### src/design/cba_pkg.sv
// Shared types and codes for the contiguous block allocator.
package cba_pkg;

  // Request kinds
  typedef enum logic {
    ActAlloc = 1'b0,
    ActRead  = 1'b1
  } cba_action_e;

  // Response status codes
  typedef enum logic [1:0] {
    StOk       = 2'd0,
    StPastEnd  = 2'd1,
    StOccupied = 2'd2,
    StFull     = 2'd3
  } cba_status_e;

  // Sequencer states
  typedef enum logic [2:0] {
    SClear,
    SIdle,
    SRdWait,
    SScan,
    SMark,
    SResp
  } cba_state_e;

  // Request payload
  typedef struct packed {
    cba_action_e action;
    logic [6:0]  start_block;
    logic [7:0]  run_length;
  } cba_req_t;

  // Response payload
  typedef struct packed {
    cba_status_e status;
    logic [4:0]  owner;
    logic [6:0]  conflict_block;
  } cba_rsp_t;

endpackage

### src/design/cba_ram.sv
// Generic single-write, single-read RAM with registered read data.
module cba_ram #(
  parameter int WIDTH = 8,
  parameter int DEPTH = 128
) (
  input  logic                     clk_i,
  input  logic                     we_i,
  input  logic [$clog2(DEPTH)-1:0] waddr_i,
  input  logic [WIDTH-1:0]         wdata_i,
  input  logic [$clog2(DEPTH)-1:0] raddr_i,
  output logic [WIDTH-1:0]         rdata_o
);

  logic [WIDTH-1:0] mem_q [DEPTH];

  // Write port
  always_ff @(posedge clk_i) begin
    if (we_i) begin
      mem_q[waddr_i] <= wdata_i;
    end
  end

  // Registered read port
  always_ff @(posedge clk_i) begin
    rdata_o <= mem_q[raddr_i];
  end

endmodule

### src/design/contiguous_block_allocator_unit.sv
// Contiguous block allocator: block ownership map in a RAM plus a file counter.
//
// After reset the block sweeps the map to zero, one entry per cycle, with
// req_ready_o low. A read request answers with the owner of its start block,
// or past end beyond the map. An allocate request that is rejected as full or
// past end answers without touching the map; otherwise one pass reads the run
// through the RAM read port, one block per cycle (stopping early on a
// conflict), and a second pass writes the file number through the RAM write
// port. One request is in service at a time; the response is held in a
// register until taken.
module contiguous_block_allocator_unit
  import cba_pkg::*;
#(
  parameter int NUM_BLOCKS = 128,
  parameter int MAX_FILES  = 31
) (
  input  logic     clk_i,
  input  logic     rst_ni,
  input  logic     req_valid_i,
  output logic     req_ready_o,
  input  cba_req_t req_i,
  output logic     rsp_valid_o,
  input  logic     rsp_ready_i,
  output cba_rsp_t rsp_o
);

  localparam int AW  = $clog2(NUM_BLOCKS);
  localparam int NBW = $clog2(NUM_BLOCKS + 1);
  localparam int CW  = (NBW > 9) ? NBW : 9;
  localparam int FW  = $clog2(MAX_FILES + 1);

  cba_state_e      state_q, state_d;
  logic [CW-1:0]   ptr_q, ptr_d;
  logic [CW-1:0]   beg_q, beg_d;
  logic [CW-1:0]   end_q, end_d;
  logic            chk_vld_q, chk_vld_d;
  logic [CW-1:0]   chk_addr_q, chk_addr_d;
  logic [FW-1:0]   cnt_q, cnt_d;
  cba_rsp_t        rsp_q, rsp_d;

  logic            ram_we;
  logic [AW-1:0]   ram_waddr;
  logic [FW-1:0]   ram_wdata;
  logic [AW-1:0]   ram_raddr;
  logic [FW-1:0]   ram_rdata;

  logic [CW-1:0]   start_ext;
  logic [CW-1:0]   run_end;
  logic [FW-1:0]   file_no;
  logic [FW+4:0]   file_wide;
  logic [FW+4:0]   rd_wide;

  // Ownership map
  cba_ram #(
    .WIDTH (FW),
    .DEPTH (NUM_BLOCKS)
  ) u_map (
    .clk_i   (clk_i),
    .we_i    (ram_we),
    .waddr_i (ram_waddr),
    .wdata_i (ram_wdata),
    .raddr_i (ram_raddr),
    .rdata_o (ram_rdata)
  );

  // Request arithmetic
  assign start_ext = CW'(req_i.start_block);
  assign run_end   = start_ext + CW'(req_i.run_length);
  assign file_no   = cnt_q + FW'(1);
  assign file_wide = {5'b0, file_no};
  assign rd_wide   = {5'b0, ram_rdata};

  // State registers
  always_ff @(posedge clk_i or negedge rst_ni) begin
    if (!rst_ni) begin
      state_q   <= SClear;
      ptr_q     <= '0;
      chk_vld_q <= 1'b0;
      cnt_q     <= '0;
    end else begin
      state_q   <= state_d;
      ptr_q     <= ptr_d;
      chk_vld_q <= chk_vld_d;
      cnt_q     <= cnt_d;
    end
  end

  // Payload registers
  always_ff @(posedge clk_i) begin
    beg_q      <= beg_d;
    end_q      <= end_d;
    chk_addr_q <= chk_addr_d;
    rsp_q      <= rsp_d;
  end

  // Sequencer
  always_comb begin
    state_d     = state_q;
    ptr_d       = ptr_q;
    beg_d       = beg_q;
    end_d       = end_q;
    chk_vld_d   = 1'b0;
    chk_addr_d  = chk_addr_q;
    cnt_d       = cnt_q;
    rsp_d       = rsp_q;
    ram_we      = 1'b0;
    ram_waddr   = ptr_q[AW-1:0];
    ram_wdata   = '0;
    ram_raddr   = ptr_q[AW-1:0];
    req_ready_o = 1'b0;
    rsp_valid_o = 1'b0;

    unique case (state_q)
      SClear: begin
        ram_we = 1'b1;
        if (ptr_q == CW'(NUM_BLOCKS - 1)) begin
          ptr_d   = '0;
          state_d = SIdle;
        end else begin
          ptr_d = ptr_q + CW'(1);
        end
      end

      SIdle: begin
        req_ready_o = 1'b1;
        ram_raddr   = start_ext[AW-1:0];
        rsp_d.owner          = '0;
        rsp_d.conflict_block = '0;
        if (req_valid_i) begin
          if (req_i.action == ActRead) begin
            if (start_ext >= CW'(NUM_BLOCKS)) begin
              rsp_d.status = StPastEnd;
              state_d      = SResp;
            end else begin
              state_d = SRdWait;
            end
          end else if (cnt_q == FW'(MAX_FILES)) begin
            rsp_d.status = StFull;
            state_d      = SResp;
          end else if (run_end > CW'(NUM_BLOCKS)) begin
            rsp_d.status = StPastEnd;
            state_d      = SResp;
          end else begin
            ptr_d   = start_ext;
            beg_d   = start_ext;
            end_d   = run_end;
            state_d = SScan;
          end
        end
      end

      SRdWait: begin
        rsp_d.status         = StOk;
        rsp_d.owner          = rd_wide[4:0];
        rsp_d.conflict_block = '0;
        state_d              = SResp;
      end

      // Read one block per cycle, check the data in the cycle after
      SScan: begin
        if (chk_vld_q && (ram_rdata != '0)) begin
          rsp_d.status         = StOccupied;
          rsp_d.owner          = '0;
          rsp_d.conflict_block = chk_addr_q[6:0];
          state_d              = SResp;
        end else if (ptr_q != end_q) begin
          chk_vld_d  = 1'b1;
          chk_addr_d = ptr_q;
          ptr_d      = ptr_q + CW'(1);
        end else if (!chk_vld_q) begin
          ptr_d   = beg_q;
          state_d = SMark;
        end
      end

      // Write the new file number over the run
      SMark: begin
        if (ptr_q != end_q) begin
          ram_we    = 1'b1;
          ram_wdata = file_no;
          ptr_d     = ptr_q + CW'(1);
        end else begin
          cnt_d                = file_no;
          rsp_d.status         = StOk;
          rsp_d.owner          = file_wide[4:0];
          rsp_d.conflict_block = '0;
          state_d              = SResp;
        end
      end

      SResp: begin
        rsp_valid_o = 1'b1;
        if (rsp_ready_i) begin
          state_d = SIdle;
        end
      end

      default: begin
        state_d = SIdle;
      end
    endcase
  end

  assign rsp_o = rsp_q;

`ifndef SYNTHESIS
  // Never take a request while a response is pending
  a_one_in_flight: assert property (@(posedge clk_i) disable iff (!rst_ni)
    rsp_valid_o |-> !req_ready_o)
    else $error("request taken while response pending");

  // File counter stays within the file number range
  a_cnt_range: assert property (@(posedge clk_i) disable iff (!rst_ni)
    cnt_q <= FW'(MAX_FILES))
    else $error("file counter out of range");

  // Marking writes only inside the map
  a_mark_range: assert property (@(posedge clk_i) disable iff (!rst_ni)
    (state_q == SMark && ram_we) |-> (ptr_q < CW'(NUM_BLOCKS)))
    else $error("mark write past end of map");

  // Only a successful allocate advances the counter, by one
  a_cnt_step: assert property (@(posedge clk_i) disable iff (!rst_ni)
    (cnt_q != $past(cnt_q)) |-> ($past(state_q) == SMark
                                 && cnt_q == $past(cnt_q) + FW'(1)))
    else $error("file counter moved outside a successful allocate");

  // Rejected requests report no owner
  a_reject_owner: assert property (@(posedge clk_i) disable iff (!rst_ni)
    (rsp_valid_o && rsp_o.status != StOk) |-> (rsp_o.owner == '0))
    else $error("rejected request reports an owner");
`endif

endmodule

### config.mk
export PLATFORM = sky130hd
export DESIGN_NAME = contiguous_block_allocator_unit
export DESIGN_NICKNAME = d
export VERILOG_FILES = /design/src/design/cba_pkg.sv /design/src/design/cba_ram.sv /design/src/design/contiguous_block_allocator_unit.sv
export SDC_FILE = /design/constraint.sdc
export NUM_CORES = 1
export LEC_CHECK = 0
export BUFFER_PORTS_ARGS = -buffer_cell sky130_fd_sc_hd__buf_2
export CORE_UTILIZATION = 40
export CTS_BUF_LIST = sky130_fd_sc_hd__clkbuf_4 sky130_fd_sc_hd__clkbuf_8
export CTS_CLUSTER_SIZE = 20
export DETAILED_ROUTE_END_ITERATION = 10
export SYNTH_ARGS = -nofsm -noshare
export SYNTH_HDL_FRONTEND = slang
export SYNTH_SLANG_ARGS = --single-unit
export TNS_END_PERCENT = 5
### constraint.sdc
create_clock -name clk_i -period 7 [get_ports clk_i]
set_clock_uncertainty 0.15 [all_clocks]
set_input_delay 0.35 -clock clk_i [delete_from_list [all_inputs] [get_ports clk_i]]
set_output_delay 0.35 -clock clk_i [all_outputs]
set_load 0.01 [all_outputs]
==> out/metrics.cfg <==
[worst_hold_path]
worstHoldPathCells=3
min_path_type=input pin to flop
hold_start=req_i[2]
min_delay_worst_endpoint=end_q[2]$_DFFE_PP_

[power]
peakVddDrop_mv=0.485
power_leakage_nw=10.7
cellPowerDensity_mw_per_mm2=396

[clock_network]
clk_path_buf_depth=3
clkSinkCount=700
cts_tree=built
htreeDepth=3
clk_latency_ns=0.73
cts_root_buffer=clkbuf_8
clk_pin_slew_ns=0.06
cts_inserted_buffers=111
ctsResizeCount=0
post-cts-setup-buffers=0

[yosys]
synth_enable_flop_cells=677
syn-num-nets=2149
yosys_warnings=0
synth_area_leaders=edfxtp_1, nand2_1, a32o_1
synth.top_cells.by_count=edfxtp_1, nand2_1, nor2_1
synth_area_mm2=0.0287
synth_seq_area_share_pct=72.8
netlist-cell-type-count=60
synth_most_common_cell=edfxtp_1
ys_ff_latch=700
synth_flop_cell=edfxtp_1
syn_area_per_cell_um2=13.5
synth_top_area_cell=edfxtp_1
async_flop_share_pct=2.57
postSynthCellCount=2118
synth_top_area_share_pct=70.9

[global_routing]
grt_antenna_before_repair=2
grt_use_total_pct=20.4
grt_pass1_wl_mm=112
first_global_vias=17800
grt_remaining_overflow=0
grt_max_degree=194

[placement]
dp_hpwl_mm=44.5
gp_congestion=0.840
port_buffers=35

[setup_path]
cp_data_arrival_time_ns=5.28
startpoint_type=flop
path_cells=or3b_1 > inv_2 > mux2i_4 > buf_12 > a21oi_1 > a32o_1 > o31ai_1 > nand4_1 > nor4_1
rrSetupSlack_ns=2.19
crit_path_top_delay_cell=mux2i_4
critical_path.max_fanout=55
worstPathRequired_ns=7.47
crit_type=flop to flop
cpPeakStageDelay_ns=0.88
cp_num_buf_inv=2
cp_top_family=simple AND/OR/NAND/NOR gates
r2r_end=u_map.rdata_o[3]$_DFF_P_
timing.rr.start=state_q[0]$_DFFE_PN0P_
end_kind=flop
rr_worst_depth=9

[detailed_routing]
drc_errors=0
routed-via-count=18200
drtAntennaViolNets=0
wl_met3_mm=5.28
dr_wl_met2_mm=36.3
via_per_inst=5.65
drt_wl_total_mm=74.8
dr.first_iter.drc_count=2007
wl_per_cell_um=23.3
first_pass_iters=7
m1WireLength_mm=31.3
routed.top_layer=met4

[timing]
finalCritPeriodShare_pct=68.8
worst_pin_slew_ns=1.22
maxSlewViolCount=0
relSlewSlack_pct=18.0
setup_viol=0
fmax_mhz=208
rsz0062_at_grt=false
whs_ns=0.0725
finalHoldViolCount=0
min_period_ns=4.81
totalNegativeSetupSlack_ns=0

[floorplan]
coreArea_mm2=0.0705
die_w_um=270
ioPinCount=36
start_util_pct=40.7
rows=97
die-height_um=270
dieArea_mm2=0.0728

[outcome]
outcome=complete, no violations

[final_layout]
area_delta_synth_final_pct=12.3
nNetsFinal=2213
final_layout_size_suffix_gt1_share_pct=12.2
fill_cells=6212

[job]
max-cap-violations=0

## routing by layer
metal / vias to the layer above / track usage (%)
li1: 8156 / -
met3: 138 / 3.57
met4: 0 / 7.21
met1: 9106 / 27.1
met5: - / 0
met2: 764 / 33.5
## metrics by stage
| step | util, % | power [W] | setup WS (ns) | cell area, um^2 | cells |
|---|---|---|---|---|---|
| after global placement | 42.3 | 0.00926 | 2.30 | 29800 | 2994 |
| after global routing | 45.7 | 0.0133 | 1.86 | 32200 | 3216 |
| after detailed placement | 42.3 | 0.00932 | 2.25 | 29800 | 2994 |
| after CTS | 45.7 | 0.0128 | 2.23 | 32200 | 3215 |
| after floorplan | - | 0.00799 | 1.62 | 28700 | 2118 |
| final | 45.7 | 0.0127 | 2.19 | 32200 | 3216 |
## registers in the layout, summed over array words and instances, names as in the netlist
signal,flops
beg_q,7
chk_addr_q,7
chk_vld_q,1
cnt_q,5
end_q,9
ptr_q,9
rsp_o,14
state_q,3
u_map.mem_q,640
u_map.rdata_o,5
## worst min-delay path: stages
cell,delay [ns]
buf_2,0.09
ha_1,0.21
xor2_1,0.11
## repair_timing
action | CTS | global route
setup endpoints to repair | 0 | 0
hold endpoints to repair | 40 | 0
hold buffers | 15 | 0
## final cells by class
type	instances	area, um^2	area share [%]
diodes	1	2.50	0.00777
clock buffers	170	2040	6.33
clock inverters	36	190	0.591
inverters	13	48.8	0.152
multi-input cells	1277	7280	22.6
flip-flops and latches	700	20900	64.8
well taps	940	1180	3.65
repair buffers	79	581	1.80
## placed cells by master (no fill, tap or decap), types with 7 or more instances in the layout
cell / netlist / final
edfxtp_1: 677 / 677
nand2_1: 462 / 461
nor2_1: 171 / 168
a32o_1: 129 / 129
clkbuf_8: 0 / 122
a21oi_1: 96 / 95
o21ai_0: 83 / 82
mux2i_1: 65 / 65
clkbuf_4: 0 / 48
nand3_1: 48 / 46
buf_2: 32 / 35
buf_4: 8 / 26
nand4_1: 22 / 22
dfrtp_1: 18 / 18
clkinv_1: 0 / 17
clkinv_2: 0 / 16
a32oi_1: 15 / 15
a311o_1: 15 / 15
dlygate4sd3_1: 0 / 15
and3_1: 14 / 14
xor2_1: 13 / 13
inv_1: 12 / 12
nor3_1: 13 / 12
nor2b_1: 13 / 11
nor4_1: 10 / 10
ha_1: 10 / 10
nor3b_1: 8 / 8
a22oi_1: 7 / 7
nand2b_1: 7 / 7
o21ai_1: 9 / 7
## logic make-up after synthesis
kind of cell	synth area share, %
AOI/OAI and AO/OA	10.2
xor gates and xnor gates	0.489
adders and majority gates	0.506
buffers and inverters	2.17
DFF	72.8
muxes	2.40
and+or+nand+nor	11.4
## power by group
| group | leakage, nW | internal, W | total, W | switching (W) |
|---|---|---|---|---|
| Sequential | 6.03 | 0.00481 | 0.00500 | 0.000183 |
| Clock | 1.21 | 0.00189 | 0.00346 | 0.00157 |
| Combinational | 3.46 | 0.00131 | 0.00429 | 0.00297 |
## worst max path at each step
stage                                 startpoint                     endpoint  slack [ns]  cells after the start
after global routing      state_q[0]$_DFFE_PN0P_     u_map.rdata_o[3]$_DFF_P_        1.86                      9
after floorplan             ptr_q[0]$_DFFE_PN0P_  u_map.mem_q[0][3]$_DFFE_PP_        1.62                      6
after CTS                 state_q[0]$_DFFE_PN0P_     u_map.rdata_o[3]$_DFF_P_        2.23                      9
after global placement    state_q[0]$_DFFE_PN0P_     u_map.rdata_o[3]$_DFF_P_        2.30                      9
final                     state_q[0]$_DFFE_PN0P_     u_map.rdata_o[3]$_DFF_P_        2.19                      9
after detailed placement  state_q[0]$_DFFE_PN0P_     u_map.rdata_o[3]$_DFF_P_        2.25                      9
Power figures use the tool's default switching activity.
